==> config.mk <==
export PLATFORM = sky130hd
export DESIGN_NAME = ultrasonic_ranging_sequencer
export DESIGN_NICKNAME = d
export VERILOG_FILES = /design/src/rtl/urs_pkg.sv /design/src/rtl/urs_div.sv /design/src/rtl/urs_dp.sv /design/src/rtl/urs_ctrl.sv /design/src/rtl/ultrasonic_ranging_sequencer.sv
export SDC_FILE = /design/constraint.sdc
export NUM_CORES = 2
export LEC_CHECK = 0
export ABC_CLOCK_PERIOD_IN_PS = 9400
export BUFFER_PORTS_ARGS = -buffer_cell sky130_fd_sc_hd__buf_2
export CORE_MARGIN = 4
export CORE_UTILIZATION = 60
export DETAILED_ROUTE_END_ITERATION = 10
export HOLD_SLACK_MARGIN = 0.1
export PLACE_DENSITY = 0.82
export RECOVER_POWER = 100
export SYNTH_ARGS = -nofsm -noshare
export SYNTH_HDL_FRONTEND = slang
export SYNTH_SLANG_ARGS = --single-unit
==> constraint.sdc <==
create_clock -name i_clk -period 9.4 [get_ports i_clk]
set_input_delay 0.94 -clock i_clk [delete_from_list [all_inputs] [get_ports i_clk]]
set_output_delay 0.94 -clock i_clk [all_outputs]
set_load 0.005 [all_outputs]
==> src/rtl/urs_pkg.sv <==
`timescale 1ns / 1ps
// ----------------------------------------------------------------------------
// Ultrasonic ranging sequencer package
// Shared codes, constants and controller/datapath interface types.
// ----------------------------------------------------------------------------
package urs_pkg;

    // Event codes on the result beat
    localparam logic [1:0] EV_NONE = 2'd0;
    localparam logic [1:0] EV_MEAS = 2'd1;
    localparam logic [1:0] EV_TOUT = 2'd2;

    // Configuration register indexes
    localparam logic [2:0] CFG_TICKS_PER_US  = 3'd0;
    localparam logic [2:0] CFG_TRIG_PULSE_US = 3'd1;
    localparam logic [2:0] CFG_START_TOUT_US = 3'd2;
    localparam logic [2:0] CFG_ECHO_TOUT_US  = 3'd3;
    localparam logic [2:0] CFG_PERIOD_MS     = 3'd4;

    // Configuration reset values
    localparam logic [7:0]  RST_TICKS_PER_US  = 8'd3;
    localparam logic [15:0] RST_TRIG_PULSE_US = 16'd10;
    localparam logic [15:0] RST_START_TOUT_US = 16'd5000;
    localparam logic [15:0] RST_ECHO_TOUT_US  = 16'd30000;
    localparam logic [15:0] RST_PERIOD_MS     = 16'd30;

    // Distance = (us*10 + 29) / 58; at or above this many us the result tops 16 bits
    localparam logic [31:0] MM_SAT_US  = 32'd380106;
    localparam logic [22:0] MM_ROUND   = 23'd29;
    // x / 58 equals (x * MM_RECIP) >> MM_SHIFT for every x below 2^23
    localparam logic [22:0] MM_RECIP   = 23'd4628198;
    localparam int unsigned MM_SHIFT   = 28;
    localparam logic [15:0] MM_MAX     = 16'hFFFF;

    // Stream widths
    localparam int unsigned IN_W   = 72;
    localparam int unsigned OUT_W  = 56;
    localparam int unsigned USER_W = 8;

    typedef struct packed {
        logic load;        // latch the input beat
        logic div_start;   // launch the tick divider
        logic cap_us;      // keep the elapsed-us quotient and its scaled form
        logic cap_mm;      // keep the distance from the reciprocal multiply
        logic commit;      // update state and load the result register
    } t_cmd;

    typedef struct packed {
        logic need_us;
        logic need_mm;
        logic div_done;
        logic out_free;
    } t_sts;

endpackage

==> src/rtl/urs_div.sv <==
`timescale 1ns / 1ps
// ----------------------------------------------------------------------------
// Ultrasonic ranging sequencer divider
// Restoring divider, 32-bit dividend by 8-bit divisor, one bit per cycle.
// ----------------------------------------------------------------------------
module urs_div import urs_pkg::*; (
    input  logic        i_clk,
    input  logic        i_rst_n,
    input  logic        i_start,
    input  logic [31:0] i_dividend,
    input  logic [7:0]  i_divisor,
    output logic        o_done,
    output logic [31:0] o_quot
);

    logic        r_busy;
    logic        r_done;
    logic [4:0]  r_cnt;
    logic [31:0] r_q;
    logic [7:0]  r_rem;
    logic [7:0]  r_dvs;
    logic [8:0]  rem_sh;
    logic [8:0]  diff;
    logic        ge;

    assign rem_sh = {r_rem, r_q[31]};
    assign ge     = rem_sh >= {1'b0, r_dvs};
    assign diff   = rem_sh - {1'b0, r_dvs};

    always_ff @(posedge i_clk) begin
        if (!i_rst_n) begin
            r_busy <= 1'b0;
            r_done <= 1'b0;
            r_cnt  <= '0;
        end else begin
            r_done <= 1'b0;
            if (i_start) begin
                r_busy <= 1'b1;
                r_cnt  <= '0;
            end else if (r_busy) begin
                r_cnt <= r_cnt + 5'd1;
                if (r_cnt == 5'd31) begin
                    r_busy <= 1'b0;
                    r_done <= 1'b1;
                end
            end
        end
    end

    always_ff @(posedge i_clk) begin
        if (i_start) begin
            r_q   <= i_dividend;
            r_rem <= '0;
            r_dvs <= i_divisor;
        end else if (r_busy) begin
            r_q   <= {r_q[30:0], ge};
            r_rem <= ge ? diff[7:0] : rem_sh[7:0];
        end
    end

    assign o_done = r_done;
    assign o_quot = r_q;

endmodule

==> src/rtl/urs_dp.sv <==
`timescale 1ns / 1ps
// ----------------------------------------------------------------------------
// Ultrasonic ranging sequencer datapath
// Ranging state, configuration registers, tick divider and result register.
// ----------------------------------------------------------------------------
module urs_dp import urs_pkg::*; (
    input  logic                i_clk,
    input  logic                i_rst_n,
    input  t_cmd                i_cmd,
    output t_sts                o_sts,
    input  logic [IN_W-1:0]     i_in_data,
    input  logic                i_cfg_we,
    input  logic [2:0]          i_cfg_index,
    input  logic [15:0]         i_cfg_data,
    output logic                o_m_valid,
    input  logic                i_m_ready,
    output logic [OUT_W-1:0]    o_m_data,
    output logic [USER_W-1:0]   o_m_user
);

    typedef enum logic [1:0] {PH_IDLE, PH_TRIG, PH_RISE, PH_FALL} t_phase;

    // configuration
    logic [7:0]  r_tpu;
    logic [15:0] r_pulse;
    logic [15:0] r_start_to;
    logic [15:0] r_echo_to;
    logic [15:0] r_period;

    // ranging state
    t_phase      r_phase,  n_phase;
    logic        r_side,   n_side;
    logic [31:0] r_pst,    n_pst;
    logic [31:0] r_erise,  n_erise;
    logic [31:0] r_due [2];
    logic [31:0] n_due [2];
    logic [15:0] r_held_l, n_held_l;
    logic [15:0] r_held_r, n_held_r;
    logic [1:0]  r_vld,    n_vld;
    logic [1:0]  r_tout,   n_tout;

    // latched poll
    logic [31:0] r_now;
    logic [31:0] r_tick;
    logic [1:0]  r_echo;
    logic [31:0] r_us;
    logic [22:0] r_scaled;
    logic [15:0] r_quot_mm;

    // result register
    logic              r_m_valid;
    logic [OUT_W-1:0]  r_m_data;
    logic [USER_W-1:0] r_m_user;

    logic        echo_s;
    logic        sat;
    logic [31:0] div_dvd;
    logic [7:0]  div_dvs;
    logic        div_done;
    logic [31:0] div_q;
    logic [22:0] scaled;
    logic [45:0] mm_prod;
    logic [1:0]  ev;
    logic [15:0] meas_mm;
    logic        trig_n;

    assign echo_s = r_echo[r_side];
    assign sat    = r_us >= MM_SAT_US;

    // us*10 + 29; only used below the saturation point, where us fits 19 bits
    assign scaled  = {1'b0, div_q[18:0], 3'b000} + {3'b000, div_q[18:0], 1'b0} + MM_ROUND;
    assign mm_prod = 46'(r_scaled) * 46'(MM_RECIP);

    assign div_dvd = ((r_phase == PH_FALL && !echo_s) ? r_erise : r_pst) - r_tick;
    assign div_dvs = (r_tpu == 8'd0) ? 8'd1 : r_tpu;

    urs_div u_div (
        .i_clk      (i_clk),
        .i_rst_n    (i_rst_n),
        .i_start    (i_cmd.div_start),
        .i_dividend (div_dvd),
        .i_divisor  (div_dvs),
        .o_done     (div_done),
        .o_quot     (div_q)
    );

    always_comb begin
        o_sts.need_us  = (r_phase == PH_TRIG) || (r_phase == PH_FALL)
                         || (r_phase == PH_RISE && !echo_s);
        o_sts.need_mm  = (r_phase == PH_FALL) && !echo_s && !sat;
        o_sts.div_done = div_done;
        o_sts.out_free = !r_m_valid || i_m_ready;
    end

    // next ranging state for the latched poll
    always_comb begin
        n_phase  = r_phase;
        n_side   = r_side;
        n_pst    = r_pst;
        n_erise  = r_erise;
        n_due    = r_due;
        n_held_l = r_held_l;
        n_held_r = r_held_r;
        n_vld    = r_vld;
        n_tout   = r_tout;
        ev       = EV_NONE;
        meas_mm  = '0;
        case (r_phase)
            PH_IDLE: begin
                if (r_now >= r_due[0]) begin
                    n_side  = 1'b0;
                    n_pst   = r_tick;
                    n_phase = PH_TRIG;
                end else if (r_now >= r_due[1]) begin
                    n_side  = 1'b1;
                    n_pst   = r_tick;
                    n_phase = PH_TRIG;
                end
            end
            PH_TRIG: begin
                if (r_us >= {16'd0, r_pulse}) begin
                    n_pst   = r_tick;
                    n_phase = PH_RISE;
                end
            end
            PH_RISE: begin
                if (echo_s) begin
                    n_erise = r_tick;
                    n_pst   = r_tick;
                    n_phase = PH_FALL;
                end else if (r_us > {16'd0, r_start_to}) begin
                    ev = EV_TOUT;
                end
            end
            default: begin
                if (!echo_s) begin
                    ev      = EV_MEAS;
                    meas_mm = sat ? MM_MAX : r_quot_mm;
                end else if (r_us > {16'd0, r_echo_to}) begin
                    ev = EV_TOUT;
                end
            end
        endcase
        if (ev == EV_MEAS) begin
            if (r_side) begin
                n_held_r = meas_mm;
            end else begin
                n_held_l = meas_mm;
            end
            n_vld[r_side]  = 1'b1;
            n_tout[r_side] = 1'b0;
        end else if (ev == EV_TOUT) begin
            n_vld[r_side]  = 1'b0;
            n_tout[r_side] = 1'b1;
        end
        if (ev != EV_NONE) begin
            n_due[r_side] = r_now + {15'd0, r_period, 1'b0};
            n_phase       = PH_IDLE;
        end
        trig_n = (n_phase == PH_TRIG);
    end

    // control and architectural state
    always_ff @(posedge i_clk) begin
        if (!i_rst_n) begin
            r_tpu      <= RST_TICKS_PER_US;
            r_pulse    <= RST_TRIG_PULSE_US;
            r_start_to <= RST_START_TOUT_US;
            r_echo_to  <= RST_ECHO_TOUT_US;
            r_period   <= RST_PERIOD_MS;
            r_phase    <= PH_IDLE;
            r_side     <= 1'b0;
            r_pst      <= '0;
            r_erise    <= '0;
            r_due[0]   <= '0;
            r_due[1]   <= {16'd0, RST_PERIOD_MS};
            r_held_l   <= '0;
            r_held_r   <= '0;
            r_vld      <= '0;
            r_tout     <= '0;
            r_m_valid  <= 1'b0;
        end else begin
            if (i_cfg_we) begin
                case (i_cfg_index)
                    CFG_TICKS_PER_US:  r_tpu      <= i_cfg_data[7:0];
                    CFG_TRIG_PULSE_US: r_pulse    <= i_cfg_data;
                    CFG_START_TOUT_US: r_start_to <= i_cfg_data;
                    CFG_ECHO_TOUT_US:  r_echo_to  <= i_cfg_data;
                    CFG_PERIOD_MS:     r_period   <= i_cfg_data;
                    default: ;
                endcase
            end
            if (i_cmd.commit) begin
                r_phase   <= n_phase;
                r_side    <= n_side;
                r_pst     <= n_pst;
                r_erise   <= n_erise;
                r_due     <= n_due;
                r_held_l  <= n_held_l;
                r_held_r  <= n_held_r;
                r_vld     <= n_vld;
                r_tout    <= n_tout;
                r_m_valid <= 1'b1;
            end else if (i_m_ready) begin
                r_m_valid <= 1'b0;
            end
        end
    end

    // payload
    always_ff @(posedge i_clk) begin
        if (i_cmd.load) begin
            r_now  <= i_in_data[31:0];
            r_tick <= i_in_data[63:32];
            r_echo <= i_in_data[65:64];
        end
        if (i_cmd.cap_us) begin
            r_us     <= div_q;
            r_scaled <= scaled;
        end
        if (i_cmd.cap_mm) begin
            r_quot_mm <= mm_prod[MM_SHIFT+15:MM_SHIFT];
        end
        if (i_cmd.commit) begin
            r_m_data <= {2'd0, n_tout[1], n_tout[0], n_vld[1], n_vld[0],
                         n_held_r, n_held_l, meas_mm,
                         trig_n && n_side, trig_n && !n_side};
            r_m_user <= {5'd0, (ev != EV_NONE) && r_side, ev};
        end
    end

    assign o_m_valid = r_m_valid;
    assign o_m_data  = r_m_data;
    assign o_m_user  = r_m_user;

endmodule

==> src/rtl/urs_ctrl.sv <==
`timescale 1ns / 1ps
// ----------------------------------------------------------------------------
// Ultrasonic ranging sequencer controller
// Steps one poll through latch, divide, commit and result hand-off.
// ----------------------------------------------------------------------------
module urs_ctrl import urs_pkg::*; (
    input  logic i_clk,
    input  logic i_rst_n,
    input  logic i_in_valid,
    output logic o_in_ready,
    input  t_sts i_sts,
    output t_cmd o_cmd
);

    typedef enum logic [2:0] {
        S_IDLE, S_DECIDE, S_WAIT_US, S_CHK, S_DONE
    } t_state;

    t_state r_state, n_state;

    always_comb begin
        n_state = r_state;
        o_cmd   = '0;
        case (r_state)
            S_IDLE: begin
                if (i_in_valid) begin
                    o_cmd.load = 1'b1;
                    n_state    = S_DECIDE;
                end
            end
            S_DECIDE: begin
                if (i_sts.need_us) begin
                    o_cmd.div_start = 1'b1;
                    n_state         = S_WAIT_US;
                end else begin
                    n_state = S_DONE;
                end
            end
            S_WAIT_US: begin
                if (i_sts.div_done) begin
                    o_cmd.cap_us = 1'b1;
                    n_state      = S_CHK;
                end
            end
            S_CHK: begin
                // reciprocal multiply for the divide by 58
                if (i_sts.need_mm) begin
                    o_cmd.cap_mm = 1'b1;
                end
                n_state = S_DONE;
            end
            S_DONE: begin
                if (i_sts.out_free) begin
                    o_cmd.commit = 1'b1;
                    n_state      = S_IDLE;
                end
            end
            default: n_state = S_IDLE;
        endcase
    end

    always_ff @(posedge i_clk) begin
        if (!i_rst_n) begin
            r_state <= S_IDLE;
        end else begin
            r_state <= n_state;
        end
    end

    assign o_in_ready = (r_state == S_IDLE);

endmodule

==> src/rtl/ultrasonic_ranging_sequencer.sv <==
`timescale 1ns / 1ps
// ----------------------------------------------------------------------------
// Ultrasonic ranging sequencer
// Two-ranger trigger/echo sequencer with an iterative tick divider.
// ----------------------------------------------------------------------------
// Usage:
//  - Slave stream: one beat per poll (time in ms, tick timer count, both echo
//    pins). Master stream: exactly one result beat per poll with trigger
//    levels, event code and side in tuser, and the held distances and flags.
//  - Config channel: write register index and data at any idle moment; it is
//    always ready and takes effect for the next poll.
//  - Sequence: an accepted poll goes from its decide step to the result
//    when no timing is needed (idle polls, echo-rise polls). When elapsed
//    time is checked, a distance included, the 32-step tick divider runs
//    first; the divide by 58 is a reciprocal multiply in the cycle after it.
//  - Flow: one poll at a time; a poll holds the block until its result is
//    loaded, and the next beat is taken in the cycle after that load.
//  - Reset: config returns to its defaults, sequencer idles with left due at
//    once and right due at 30 ms, held readings and flags clear.
//  - Stall: a waiting result holds; a finished poll waits for the output slot
//    before it updates state, so no beat is dropped.
// ----------------------------------------------------------------------------
module ultrasonic_ranging_sequencer import urs_pkg::*; (
    input  logic              i_clk,
    input  logic              i_rst_n,
    // poll stream
    input  logic              i_s_axis_tvalid,
    output logic              o_s_axis_tready,
    // [31:0] now_ms, [63:32] timer_count, [64] echo_left, [65] echo_right
    input  logic [IN_W-1:0]   i_s_axis_tdata,
    // result stream
    output logic              o_m_axis_tvalid,
    input  logic              i_m_axis_tready,
    // [0] trig_left, [1] trig_right, [17:2] distance_mm, [33:18] held left mm,
    // [49:34] held right mm, [50] left ok, [51] right ok,
    // [52] left_timeout, [53] right_timeout
    output logic [OUT_W-1:0]  o_m_axis_tdata,
    // [1:0] event_res, [2] event_side
    output logic [USER_W-1:0] o_m_axis_tuser,
    // config write channel
    input  logic              i_cfg_valid,
    output logic              o_cfg_ready,
    input  logic [2:0]        i_cfg_index,
    input  logic [15:0]       i_cfg_data
);

    t_cmd cmd;
    t_sts sts;

    // config writes are direct register loads
    assign o_cfg_ready = 1'b1;

    urs_ctrl u_ctrl (
        .i_clk      (i_clk),
        .i_rst_n    (i_rst_n),
        .i_in_valid (i_s_axis_tvalid),
        .o_in_ready (o_s_axis_tready),
        .i_sts      (sts),
        .o_cmd      (cmd)
    );

    urs_dp u_dp (
        .i_clk       (i_clk),
        .i_rst_n     (i_rst_n),
        .i_cmd       (cmd),
        .o_sts       (sts),
        .i_in_data   (i_s_axis_tdata),
        .i_cfg_we    (i_cfg_valid),
        .i_cfg_index (i_cfg_index),
        .i_cfg_data  (i_cfg_data),
        .o_m_valid   (o_m_axis_tvalid),
        .i_m_ready   (i_m_axis_tready),
        .o_m_data    (o_m_axis_tdata),
        .o_m_user    (o_m_axis_tuser)
    );

endmodule

==> flow_metrics.py <==
metrics = {
    "floorplan": {
        "core_mm2": 0.0553,
        "initial_core_util": 0.609,
        "ioPinCount": 163,
        "die_x_um": 245,
        "die_h_um": 245,
        "dieArea_mm2": 0.0600,
        "rows": 86,
    },
    "routing": {
        "drc": 0,
        "drt_iter0_markers": 1614,
        "ant_nets": 0,
        "viasPerCell": 5.56,
        "dr_total_vias": 24200,
        "first_pass_iters": 5,
        "drt-total-wl_um": 74000,
        "routedWlPerCell_um": 17.0,
    },
    "cts": {
        "cts_buffer_depth": 3,
        "hold_buffers": 0,
        "htree_levels": 2,
        "cts_resized": 0,
        "cts.sinks": 490,
        "cts-buffers-inserted": 52,
        "cts-root-buf": "clkbuf_16",
        "insertion_delay_ns": 0.61,
        "path_clk_slew_ns": 0.06,
        "post-cts-setup-buffers": 0,
        "cts_tree": "done",
    },
    "synthesis": {
        "ys_ff_latch": 490,
        "synth_area_leader_cell": "edfxtp_1",
        "yosys-top-cells-count": "inv_1, nand2_1, ha_1, dfxtp_1, edfxtp_1",
        "synth.distinct_cells": 73,
        "synth_area_leaders": "edfxtp_1, dfxtp_1, ha_1",
        "syn_area_mm2": 0.0337,
        "ys_seq_area_frac": 0.360,
        "synth_edf_count": 232,
        "postSynthCellCount": 3460,
        "yosysWarnings": 0,
        "ys.flop_type": "dfxtp_1",
        "yosysMostFrequentCell": "inv_1",
        "ys_async_sr_fraction": 0,
        "synth_area_per_cell_um2": 9.73,
        "synth_top_area_frac": 0.207,
    },
    "pwr": {
        "pwr-share-clk": 0.425,
        "p_total_mw": 4.85,
        "peakVddDrop_v": 0.000168,
        "seq_power_share": 0.483,
        "power_density_mw_per_mm2": 132,
        "leakagePower_nw": 16.5,
        "internal_power_mw": 3.68,
        "p_sw_frac": 0.240,
        "p_comb_frac": 0.093,
        "netSwitchingPower_mw": 1.16,
    },
    "layout": {
        "seq_area_mm2": 0.0121,
        "fillers": 4354,
        "syn2layout_area_growth_pct": 8.83,
        "multiInputGateArea_mm2": 0.0189,
        "drive_gt1_frac": 0.0654,
        "layout.nets": 4268,
    },
    "global_routing": {
        "grt_pass1_vias": 24700,
        "grt_pass1_wl_um": 123000,
        "grtUsageTotal": 0.250,
        "grt_max_degree": 119,
        "antenna_found_initial": 4,
        "grt-ovfl-total": 0,
    },
    "timing": {
        "final.setup_skew_ns": 0.0363,
        "slew_viol_final": 600,
        "setup_tns_ns": 0,
        "rsz0062_at_grt": "no",
        "hold_viol_final": 0,
        "fin_crit_ns": 7.45,
        "holdWs_ns": 0.451,
        "clock.fmax_ghz": 0.134,
        "maxSlewHeadroom": -1.85,
        "setup_violations": 0,
        "fin_crit_sh": 0.793,
        "worst_pin_slew_ns": 4.27,
    },
    "critical_path": {
        "start_kind": "register",
        "cp-end-kind": "register",
        "crit_fanout": 5,
        "critical_path_arrival_ns": 7.80,
        "criticalPathCategory": "register to register",
        "crit_required_ns": 9.75,
    },
    "job": {
        "cap_violations": 9,
    },
    "run_status": {
        "status": "finished, violations left",
        "violations": "capacitance limit, slew limit",
    },
    "placement": {
        "routabilityCongestion": 0.916,
        "io_buffers": 148,
        "place_hpwl_um": 56000,
    },
    "min_path": {
        "min_path_type": "register to register",
    },
}
==> power by group through the flow <==
stage / clock [mW] / combinational, mW / sequential [mW]
3_5_place_dp: 0 / 0.442 / 2.38
6_report: 2.06 / 0.449 / 2.34
4_1_cts: 2.10 / 0.447 / 2.34
3_3_place_gp: 0 / 0.431 / 2.38
2_1_floorplan: 0 / 0.333 / 2.37
5_1_grt: 2.19 / 0.508 / 2.35
==> per-layer routing <==
layer / vias up / global-route usage / wire, um / part of all wire
li1: 11800 / - / - / -
met5: - / 0 / 0 / 0
met4: 0 / 0.105 / 3120 / 0.042
met1: 11600 / 0.332 / 32000 / 0.43
met2: 664 / 0.412 / 34900 / 0.47
met3: 174 / 0.0376 / 4010 / 0.054
==> cells by family (layout without fill, tap and decap cells) <==
group                      after synthesis  after routing  share of synthesized area
AOI/OAI and AO/OA                      617            617                      0.123
muxes                                   83             83                     0.0248
and+or+nand+nor                        894            894                      0.117
adders and majority gates              606            606                      0.273
other                                    2             13                   0.000223
DFF                                    490            490                      0.360
xor gates and xnor gates                84             84                     0.0219
buffers and inverters                  684            826                     0.0793
==> per-stage QoR <==
step | instances | util | worst slack (ns) | area, um2
final | 4361 | 0.663 | 1.95 | 36600
after floorplan | 3466 | - | 2.90 | 33700
after CTS | 4356 | 0.664 | 1.99 | 36800
after global routing | 4361 | 0.663 | 1.51 | 36600
after detailed placement | 4260 | 0.633 | 1.97 | 35000
after global placement | 4260 | 0.633 | 2.14 | 35000
==> cells in the final DEF, fill, tap and decap left out, types with 10 or more instances in the layout <==
master and count:
o21a_1 23, nand2b_1 23, nor3b_1 11, a21boi_0 87, o21ai_0 131, fa_1 214, nor2b_1 58, clkinv_2 11
clkbuf_1 56, edfxtp_1 232, and3_1 10, buf_2 116, dfxtp_1 258, xnor2_1 55, xor2_1 29, mux2i_1 80
ha_1 392, inv_1 560, nor4_1 10, nor3_1 32, a31oi_1 11, o211a_1 34, nor2_1 143, clkbuf_16 54
nand4_1 40, o211ai_1 29, a211oi_1 25, nand3_1 41, a21o_1 58, a21oi_1 144, nand2_1 487
==> critical path, cell delays in order, from the launching register on <==
cell	delay [ns]
edfxtp_1	0.46
inv_1	0.16
fa_1	0.55
inv_1	0.06
fa_1	0.51
inv_1	0.06
fa_1	0.52
inv_1	0.06
fa_1	0.50
inv_1	0.05
fa_1	0.47
inv_1	0.06
fa_1	0.53
inv_1	0.06
fa_1	0.49
inv_1	0.04
ha_1	0.32
nand3_1	0.11
a2111oi_0	0.34
o21ai_0	0.27
a211oi_1	0.66
o2111ai_1	0.26
a31oi_1	0.30
a21o_1	0.20
a21oi_1	0.09
xnor2_1	0.12
==> final timing paths <==
check,cells past startpoint,startpoint,endpoint,slack (ns)
setup / recovery,25,u_dp.r_scaled[9],u_dp.r_quot_mm[15],1.95
hold / removal,0,u_dp.u_div.o_quot[20],u_dp.r_us[20],0.45
setup reg to reg,25,u_dp.r_scaled[9],u_dp.r_quot_mm[15],1.95
hold reg to reg,0,u_dp.u_div.o_quot[20],u_dp.r_us[20],0.45
==> sequential cells by signal (all words and copies together) (netlist names), 22 cells and up <==
name / cells
u_dp.r_pst: 32
u_dp.r_erise: 32
u_dp.r_us: 31
u_dp.r_now: 32
u_dp.o_m_data: 54
u_dp.r_due: 64
u_dp.r_tick: 32
u_dp.r_scaled: 22
u_dp.u_div.o_quot: 32
==> layout make-up <==
class / count / area share
Clock buffer: 70 / 0.0404
Antenna cell: 5 / 0.000341
Multi-Input combinational cell: 2292 / 0.516
Inverter: 560 / 0.0574
Tap cell: 748 / 0.0255
Sequential cell: 490 / 0.331
Clock inverter: 26 / 0.00693
Timing Repair Buffer: 170 / 0.0221
Note: power is estimated with default switching activity, not from simulation.
